<file path="config.mk">
export PLATFORM = sky130hd
export DESIGN_NAME = ccsm_ctrl
export DESIGN_NICKNAME = d
export VERILOG_FILES = /design/src/hdl/ccsm_pkg.sv /design/src/hdl/ccsm_ctrl.sv
export SDC_FILE = /design/constraint.sdc
export NUM_CORES = 1
export LEC_CHECK = 0
export ABC_AREA = 1
export ABC_CLOCK_PERIOD_IN_PS = 990
export BUFFER_PORTS_ARGS = -buffer_cell sky130_fd_sc_hd__buf_2
export CAP_MARGIN = 20
export CELL_PAD_IN_SITES_DETAIL_PLACEMENT = 0
export CELL_PAD_IN_SITES_GLOBAL_PLACEMENT = 2
export CORE_MARGIN = 8
export CORE_UTILIZATION = 17
export CTS_BUF_LIST = sky130_fd_sc_hd__clkbuf_8 sky130_fd_sc_hd__clkbuf_16
export CTS_CLUSTER_SIZE = 12
export DETAILED_ROUTE_END_ITERATION = 16
export PLACE_DENSITY_LB_ADDON = 0.25
export SLEW_MARGIN = 30
export SYNTH_ARGS = -nofsm -noshare
export SYNTH_HDL_FRONTEND = slang
export SYNTH_SLANG_ARGS = --single-unit
export TNS_END_PERCENT = 10
</file>
<file path="constraint.sdc">
create_clock -name clk -period 0.99 [get_ports clk]
set_input_delay 0.1485 -clock clk [delete_from_list [all_inputs] [get_ports clk]]
set_output_delay 0.1485 -clock clk [all_outputs]
set_load 0.05 [all_outputs]
</file>
<file path="src/hdl/ccsm_pkg.sv">
// Package with the shared types and constants of the cell statistics map.
package ccsm_pkg;

    localparam int MapWidth  = 256;
    localparam int MapHeight = 256;
    localparam int CountBits = 24;
    localparam int Cells     = MapWidth * MapHeight;
    localparam int AddrBits  = $clog2(Cells);
    localparam int SumBits   = 32;
    localparam int SqBits    = 40;
    // Cell record: count, three sums, three sums of squares.
    localparam int CellBits  = CountBits + 3 * SumBits + 3 * SqBits;
    // Dividend width for the 40-bit square sum shifted left by 8.
    localparam int DivBits   = SqBits + 8;
    localparam int DivCntBits = $clog2(DivBits + 1);

    localparam logic [CountBits-1:0] CountMax = {CountBits{1'b1}};

    typedef enum logic [1:0] {
        OP_OBSERVE = 2'd0,
        OP_QUERY   = 2'd1,
        OP_CLEAR   = 2'd2,
        OP_SPARE   = 2'd3
    } op_t;

    typedef enum logic [1:0] {
        ST_OK        = 2'd0,
        ST_RANGE     = 2'd1,
        ST_SATURATED = 2'd2,
        ST_UNUSED    = 2'd3
    } status_t;

    typedef struct packed {
        logic [1:0] op;
        logic [9:0] cell_x;
        logic [9:0] cell_y;
        logic [7:0] channel_a;
        logic [7:0] channel_b;
        logic [7:0] channel_c;
    } request_t;

    typedef struct packed {
        logic [1:0]  status;
        logic [23:0] samples;
        logic [15:0] mean_a;
        logic [15:0] mean_b;
        logic [15:0] mean_c;
        logic [23:0] variance_a;
        logic [23:0] variance_b;
        logic [23:0] variance_c;
    } result_t;

    typedef struct packed {
        logic [CountBits-1:0] count;
        logic [SumBits-1:0]   sum_a;
        logic [SumBits-1:0]   sum_b;
        logic [SumBits-1:0]   sum_c;
        logic [SqBits-1:0]    sq_a;
        logic [SqBits-1:0]    sq_b;
        logic [SqBits-1:0]    sq_c;
    } cell_t;

    typedef enum logic [3:0] {
        S_SWEEP,
        S_IDLE,
        S_READ,
        S_UPDATE,
        S_DIV_START,
        S_DIV_WAIT,
        S_SQUARE,
        S_FINISH,
        S_OUTPUT
    } state_t;

    // Commands from the controller to the datapath.
    typedef struct packed {
        logic sweep_write;
        logic capture_req;
        logic update;
        logic div_start;
        logic square;
        logic finish;
        logic out_load;
        logic out_clear;
    } cmd_t;

    // Status from the datapath to the controller.
    typedef struct packed {
        logic sweep_done;
        logic in_range;
        logic div_done;
        logic out_full;
    } stat_t;

endpackage

</file>
<file path="src/hdl/ccsm_ctrl.sv">
// Controller state machine: clearing sweep, request sequencing and result hand-off.
module ccsm_ctrl (
    input  logic            clk,
    input  logic            rst_n,
    input  logic            in_valid,
    input  logic            out_stall,
    input  ccsm_pkg::stat_t stat,
    output ccsm_pkg::cmd_t  cmd,
    output logic            in_stall
);
    import ccsm_pkg::*;

    state_t state_reg;
    state_t state_next;

    always_comb
    begin
        state_next = state_reg;
        unique case (state_reg)
            S_SWEEP:     if (stat.sweep_done) state_next = S_IDLE;
            S_IDLE:
            begin
                if (in_valid)
                begin
                    state_next = S_READ;
                end
            end
            S_READ:      state_next = stat.in_range ? S_UPDATE : S_OUTPUT;
            S_UPDATE:    state_next = S_DIV_START;
            S_DIV_START: state_next = S_DIV_WAIT;
            S_DIV_WAIT:  if (stat.div_done) state_next = S_SQUARE;
            S_SQUARE:    state_next = S_FINISH;
            S_FINISH:    state_next = S_OUTPUT;
            S_OUTPUT:    if (!stat.out_full) state_next = S_IDLE;
            default:     state_next = S_SWEEP;
        endcase
    end

    always_comb
    begin
        cmd = '0;
        in_stall = 1'b1;
        unique case (state_reg)
            S_SWEEP:     cmd.sweep_write = 1'b1;
            S_IDLE:
            begin
                in_stall = 1'b0;
                cmd.capture_req = in_valid;
            end
            S_READ:      in_stall = 1'b1;
            S_UPDATE:    cmd.update = 1'b1;
            S_DIV_START: cmd.div_start = 1'b1;
            S_DIV_WAIT:  in_stall = 1'b1;
            S_SQUARE:    cmd.square = 1'b1;
            S_FINISH:    cmd.finish = 1'b1;
            S_OUTPUT:    cmd.out_load = !stat.out_full;
            default:     cmd = '0;
        endcase
        cmd.out_clear = !out_stall;
    end

    always_ff @(posedge clk or negedge rst_n)
    begin
        if (!rst_n)
        begin
            state_reg <= S_SWEEP;
        end
        else
        begin
            state_reg <= state_next;
        end
    end

endmodule

</file>
==> Word-level counts from Yosys, hierarchy flattened <==
Cells that the tools add are included.
{ "word_totals": {"reg_bits": 4, "in_bits": 8, "out_inout_bits": 9, "wordCells": 31} }
{ "op_classes": {"n_eq_ne": 12, "n_mux": 14, "n_reduce_logical": 4} }
{ "op_table": {"columns": ["op", "count"], "rows": [
  ["$pmux 4 s9", 1],
  ["$mux 4", 5],
  ["$eq 4x3->1 const B", 4],
  ["$eq 4x2->1 const B", 2],
  ["$mux 1", 8],
  ["$ne 2x2->1 const B", 4],
  ["$eq 4x1->1 const B", 1],
  ["$eq 4x4->1 const B", 1],
  ["$logic_not 4->1", 1],
  ["$reduce_and 4->1", 1],
  ["$logic_not 1->1", 2]
]} }

==> Depth between registers and ports, before layout <==
Gate-level depths: netlist of run 1.
{ "depth": {"word_depth": 3, "depth_mapped": 7} }

==> Worst setup path before layout of run 1 <==
OpenSTA, ideal clock, no wires.
{ "synth_path": {"kind": "register to output", "start": "register state_reg[1]", "end": "output cmd[1] (netlist bit)", "t_arrival_ns": 2.134, "required_time_ns": 0.841, "path_slack_ns": -1.293, "path_stages_with_launch": 4, "cell_sequence": "dfrtp_1 > nor2_2 > inv_1 > nor4_1"} }
{ "synth_rtl": {"columns": ["element", "line_no", "text"], "rows": [
  ["start: declaration", "ccsm_ctrl.sv:13", "state_t state_reg;"],
  ["start signal: assignment", "ccsm_ctrl.sv:70", "state_reg <= state_next;"],
  ["end: declaration", "ccsm_ctrl.sv:8", "output ccsm_pkg::cmd_t cmd,"]
]} }

==> summary.txt, run 1 <==
Floorplanning
  – Die area: 3500 um2
  – Initial Utilization: 18.1%
  – I/O Pins: 17
  – Die Ht: between 50 and 60 um
  – Site Rows: 15
  – Core area: 1750 um2
  – Die width: 59.2 um

Cells and area
  – Fillcell total: approximately 200
  – Final Instance Count excl. Fillers: 106
  – Layout cell share with drive strength beyond 1: 72.8%
  – Final nets: between 90 and 100
  – Leading cell type in the layout, fill and taps excluded: buf_4
  – Post-layout utilization of the core: 39.1%
  – Diode count: 0
  – Largest register FFs: 4
  – Area growth syn-to-layout: 116%
  – Most frequent cells in the layout: buf_4, buf_2, nor2_2, nand2_1, buf_6

Clocking
  – Root Driver: clkbuf_8
  – CTS Buf Count: 3
  – Skew-Pair Late Insertion Delay: 220 ps
  – Max clock buf depth: 2
  – CTS tree: done
  – Worst-path clk slew: 40 ps
  – CTS Sinks: 4
  – Htree depth: 1

Critical path
  – FF-to-FF path depth: 7
  – Critical Path AT: 1170 ps
  – CP max stage cell: dfrtp_2
  – WP buf/inv: 2
  – CP Data Required Time: about 840 ps
  – Worst R2R Start: state_reg[3]$_DFFE_PN0P_
  – Critical Path Stages: 4
  – WS Path Type: reg -> out
  – Crit end category: primary output
  – Kind of cell adding the most delay to the critical path: flip-flops
  – Critical Path Fanout Max: 4
  – CP startpoint: state_reg[0]$_DFFE_PN0P_
  – CP max stage delay: around 430 ps
  – Worst path cell trace: nor2_4 -> inv_2 -> nor4_4 -> buf_6
  – Critical Path Start Type: flop

Power
  – Maximum vdd drop: 2.05 mV
  – Int Pwr: 1.28 mW
  – Clock power frac: around 14%
  – Comb power frac: 71.1%
  – Sw Share: 50.1%
  – Pwr/cell area: between 3000 and 4000 nW/um2
  – P_sw: 1.28 mW
  – Post-layout total power: around 2.6 mW
  – Part of the power in registers: 15.0%
  – Leakage: around 0.32 nW

Placed design
  – Post-placement cell count: 98
  – Port bufs: 16
  – Post-DP HPWL: 924 um
  – Routability cong.: just under 0.8

STA
  – Worst Tran Pin Value: 247 ps
  – Crit path time final: 1320 ps
  – RSZ-0062 raised after global routing: yes
  – Fin Setup TNS: -3190 ps
  – Slew Viols, Final: 0
  – Worst setup slack after layout: -327 ps
  – Max Clock Skew: approximately 8.6 ps
  – Final Cycle Share: 133%
  – Final setup viols: 11
  – Relative slew slack: 83.5%
  – Final Hold Fails: 0
  – Max Freq: 0.759 GHz

Synthesis
  – Post-Syn Area: 317 um2
  – Cell taking the most area after synthesis: dfrtp_1
  – Mapped Cells: 49
  – YS warnings: 0
  – Post-synthesis cell type count: 16
  – Synthesized area per cell: 6.46 um2
  – Top cells by area, synth: dfrtp_1, nand2_1, nor2_1, nor2_2, nand3_1
  – Syn nets: 57
  – Area share of the largest cell type after synthesis: 31.6%
  – Post-synthesis sequential area ratio: 31.6%
  – Yosys reg bits: 4

Detailed routing
  – DR WL/cell: ~10 um
  – Vias/cell: 4.13
  – DRC: 0
  – Final ANT Viol Nets: 0
  – Wirelength, routed: 1.10 mm
  – Vias: 438
  – DR iter-0 viols: 4
  – Router iterations before antenna repair: 3

Global route
  – Global Route Usage Sum: 6.96%
  – Initial antenna violation count: 0
  – Vias in the first global route: approximately 400
  – Largest net degree at the start of global routing: 7
  – First-pass GRT wire length: 1.79 mm
  – Total congestion overflow: 0

Worst hold path
  – WHS Path Cells: 2
  – Min-delay worst type: in -> reg
  – Hold path start: stat[2]

Outcome
  – Status: finished, violations left
  – Failing checks: negative setup slack

Job
  – Number of max-cap violations: 0
==> logic make-up (layout without fill, tap and decap cells) <==
group	after synthesis	count (layout)	share of synthesized area (%)
AO/OA/AOI/OAI	3	3	5.93
flip-flops	4	4	31.6
AND/OR/NAND/NOR	35	35	54.2
buffers and inverters	7	39	8.30
==> layer usage <==
| metal | global-route usage [%] | wire length, um | vias to the layer above |
|---|---|---|---|
| met5 | 0 | 0 | - |
| met4 | 4.10 | 13 | 0 |
| met3 | 4.12 | 99 | 2 |
| met2 | 10.4 | 531 | 13 |
| met1 | 7.35 | 450 | 201 |
| li1 | - | - | 222 |
==> area by class of cell <==
cell class | instances | area (um2) | area share, %
well taps | 25 | 31.3 | 4.58
multi-input cells | 38 | 253 | 37.0
clock buffers | 3 | 41.3 | 6.04
inverters | 7 | 28.8 | 4.21
flip-flops and latches | 4 | 105 | 15.4
repair buffers | 29 | 224 | 32.8
==> power groups by stage <==
stage / registers [mW] / logic [mW] / clock network, mW
after floorplan: 0.329 / 1.01 / 0
after global placement: 0.344 / 1.53 / 0
after detailed placement: 0.346 / 1.51 / 0
after CTS: 0.381 / 1.82 / 0.365
after global routing: 0.398 / 1.96 / 0.382
final: 0.385 / 1.82 / 0.355
==> through the flow <==
stage                     setup slack, ps  hold slack [ps]  instance area (um2)
after floorplan                      -423             -147                  354
after global placement               -293            -42.4                  526
after detailed placement             -282            -42.6                  526
after CTS                            -355              188                  672
after global routing                 -415              201                  683
final                                -327              192                  683
==> path summary, 6_finish.rpt <==
check	endpoint	slack, ps
worst max-delay path	cmd[1]	-330
worst min-delay path	state_reg[3]$_DFFE_PN0P_	190
worst max register to register	state_reg[1]$_DFFE_PN0P_	-290
worst min register to register	state_reg[0]$_DFFE_PN0P_	560
max in group asynchronous	state_reg[3]$_DFFE_PN0P_	600
min in group asynchronous	state_reg[0]$_DFFE_PN0P_	250
==> synthesized netlist by cell type <==
cell       n
nand2_1   11
nor2_1     9
nor2_2     5
dfrtp_1    4
inv_1      4
inv_2      3
nand3_1    3
nand3b_1   2
nand2_2    1
nand3_2    1
nand4_1    1
nor2b_1    1
nor4_1     1
o21ai_0    1
o21ai_1    1
o221ai_1   1
==> repair_timing <==
item / in CTS / in global routing
hold buffers: 1 / 0
endpoints found under the setup margin: 12 / 12
resized for setup: 26 / 2
hold endpoints to repair: 4 / 0
buffers inserted: 3 / 1
pin swaps: 4 / 2
Power figures use the tool's default switching activity.
==> run 2, diff against run 1 <==
- CORE_ASPECT_RATIO: not set -> 1.4
==> summary.txt, run 2 (same netlist as run 1, synthesis figures left out) <==
STA
  – Final Hold Fails: 0 (unchanged)
  – Max Freq: 0.754 GHz (-0.67%)
  – Crit path time final: 1330 ps (+8.90 ps)
  – Max Clock Skew: 1.27 ps (-7.30 ps)
  – Final Cycle Share: 134% (+0.90 points)
  – Worst setup slack after layout: -336 ps (-8.90 ps)
  – Slew Viols, Final: 0 (unchanged)
  – Worst Tran Pin Value: 251 ps (+4.52 ps)
  – WHS: 200 ps (+7.30 ps)
  – Relative slew slack: 83.4% (-0.15 points)
  – RSZ-0062 raised after global routing: yes
  – Final setup viols: 12 (+1)

Global route
  – Initial antenna violation count: 0 (unchanged)
  – First-pass GRT wire length: 1.95 mm (+9.2%)
  – Global Route Usage Sum: 7.11% (+0.14 points)
  – Total congestion overflow: 0 (unchanged)
  – Largest net degree at the start of global routing: 5 (-2)
  – Vias in the first global route: 465 (+18%)

Clocking
  – CTS tree: done
  – CTS Sinks: 4 (unchanged)
  – Root Driver: clkbuf_8
  – CTS Buf Count: 3 (unchanged)
  – Max clock buf depth: 2 (unchanged)
  – Worst-path clk slew: 30 ps (about the same)
  – Skew-Pair Late Insertion Delay: 210 ps (about the same)
  – Htree depth: 1 (unchanged)

Power
  – Part of the power in registers: 13.5% (-1.5 points)
  – P_sw: 1.32 mW (+2.9%)
  – Leakage: 0.358 nW (+10%)
  – Maximum vdd drop: 1.37 mV (-33%)
  – Sw Share: 47.8% (-2.2 points)
  – Int Pwr: 1.44 mW (+12%)
  – Post-layout total power: 2.76 mW (+7.7%)
  – Pwr/cell area: 3760 nW/um2 (+0.16%)
  – Comb power frac: 74.5% (+3.4 points)
  – Clock power frac: 12.0% (-1.9 points)

Critical path
  – CP max stage delay: 430 ps (about the same)
  – CP max stage cell: dfrtp_2
  – Worst R2R Start: state_reg[2]$_DFFE_PN0P_
  – CP Data Required Time: 840 ps (about the same)
  – WS Path Type: reg -> out
  – Crit end category: primary output
  – Worst path cell trace: nor2_4 -> nand2_2 -> buf_4 -> buf_6
  – FF-to-FF path depth: 8 (+1)
  – Critical Path Start Type: flop
  – Critical Path Fanout Max: 3 (-1)
  – Critical Path AT: 1180 ps (about the same)
  – Reg-to-reg critical path endpoint: state_reg[1]$_DFFE_PN0P_
  – FF-to-FF setup slack: -280 ps (about the same)

Floorplanning
  – Site Rows: 18 (+3)
  – Die area: 3520 um2 (+0.56%)
  – Core area: 1760 um2 (+0.65%)
  – I/O Pins: 17 (unchanged)
  – Die Ht: 67.1 um (+13%)
  – Initial Utilization: 18.0% (-0.12 points)
  – Die width: 52.5 um (-11%)

Cells and area
  – Largest register FFs: 4 (unchanged)
  – Leading cell type in the layout, fill and taps excluded: buf_4
  – Fillcell total: 195 (unchanged)
  – Layout cell share with drive strength beyond 1: 73.6% (+0.72 points)
  – Diode count: 0 (unchanged)
  – Final nets: 97 (+6.6%)
  – Post-layout utilization of the core: 41.8% (+2.7 points)
  – Most frequent cells in the layout: buf_4, nand2_1, buf_2, buf_6, nor2_2
  – Area growth syn-to-layout: 132%

Detailed routing
  – Vias: 454 (+3.7%)
  – Final ANT Viol Nets: 0 (unchanged)
  – Router iterations before antenna repair: 5 (+2)
  – Wirelength, routed: 1.18 mm (+7.7%)
  – Vias/cell: 4.24 (+2.7%)
  – DR WL/cell: 11.0 um (+6.7%)
  – DR iter-0 viols: 4 (unchanged)
  – DRC: 0 (unchanged)

Placed design
  – Routability cong.: 0.728 (-6.2%)
  – Port bufs: 16 (unchanged)
  – Post-DP HPWL: 934 um (+1.1%)
  – Worst slack, placed: -257 ps (+25.8 ps)

Worst hold path
  – Hold path start: stat[2]
  – Hold Path Sink: state_reg[3]$_DFFE_PN0P_
  – Min-delay worst type: in -> reg
  – WHS Path Cells: 2 (unchanged)

Outcome
  – Status: finished, violations left
  – Failing checks: negative setup slack

Job
  – Number of max-cap violations: 0 (unchanged)
==> run 2: cell count changes in the layout (fill, tap and decap cells not counted) <==
cell	previous run	this run
o21ai_1	1	2
buf_6	5	8
nor2_2	8	7
inv_4	1	0
o21ai_2	1	0
buf_4	13	17
buf_2	9	8
nor2_4	3	4
inv_2	4	5
==> run 2: worst max-delay path by stage <==
stage	startpoint	end	slack, ps	cells after the start
finish	state_reg[3]$_DFFE_PN0P_	in_stall	-340	4
global route	state_reg[0]$_DFFE_PN0P_	cmd[1]	-390	4
CTS	state_reg[1]$_DFFE_PN0P_	cmd[1]	-350	4
detailed placement	state_reg[2]$_DFFE_PN0P_	cmd[1]	-260	3
global placement	state_reg[0]$_DFFE_PN0P_	cmd[1]	-250	4
floorplan	state_reg[1]$_DFFE_PN0P_	cmd[1]	-420	3
==> run 2: worst max-delay path: cells and delay by family, from the launching register on <==
| kind | cells | cell delay (ps) |
|---|---|---|
| buffers and inverters | 2 | 290 |
| DFF | 1 | 430 |
| and+or+nand+nor | 2 | 250 |
==> run 2: layout make-up <==
cell class	count	area, um2	share of cell area [%]
timing repair buffer	35	283	38.5
multi-input combinational	38	254	34.6
sequential	4	105	14.3
clock buffer	3	41.3	5.62
inverter	7	26.3	3.58
tap	20	25.0	3.41
==> run 2: per-stage QoR <==
stage / cell area, um2 / setup TNS, ps / std cells
after floorplan: 354 / -2550 / 49
after global placement: 549 / -2380 / 97
after detailed placement: 549 / -2530 / 97
after CTS: 729 / -3310 / 107
after global routing: 734 / -3820 / 107
final: 734 / -3110 / 107
==> run 2: power by group through the flow <==
stage / clock, mW / sequential [mW] / combinational, mW
final: 0.331 / 0.372 / 2.05
after global routing: 0.358 / 0.383 / 2.22
after CTS: 0.342 / 0.367 / 2.05
after global placement: 0 / 0.341 / 1.64
after floorplan: 0 / 0.329 / 1.01
after detailed placement: 0 / 0.340 / 1.62
==> run 2: what timing repair did <==
action / 4_1_cts / 5_1_grt
pin swaps: 6 / 2
hold endpoints to repair: 4 / 0
setup endpoints to repair: 12 / 12
hold buffers: 1 / 0
setup buffers: 6 / 0
resized for setup: 28 / 3
==> run 2: per-layer routing <==
layer / global-route usage (%) / share of wire (%)
met1: 7.21 / 38
met2: 12.8 / 56
met3: 2.23 / 5.3
met4: 2.92 / 0
met5: 0 / 0
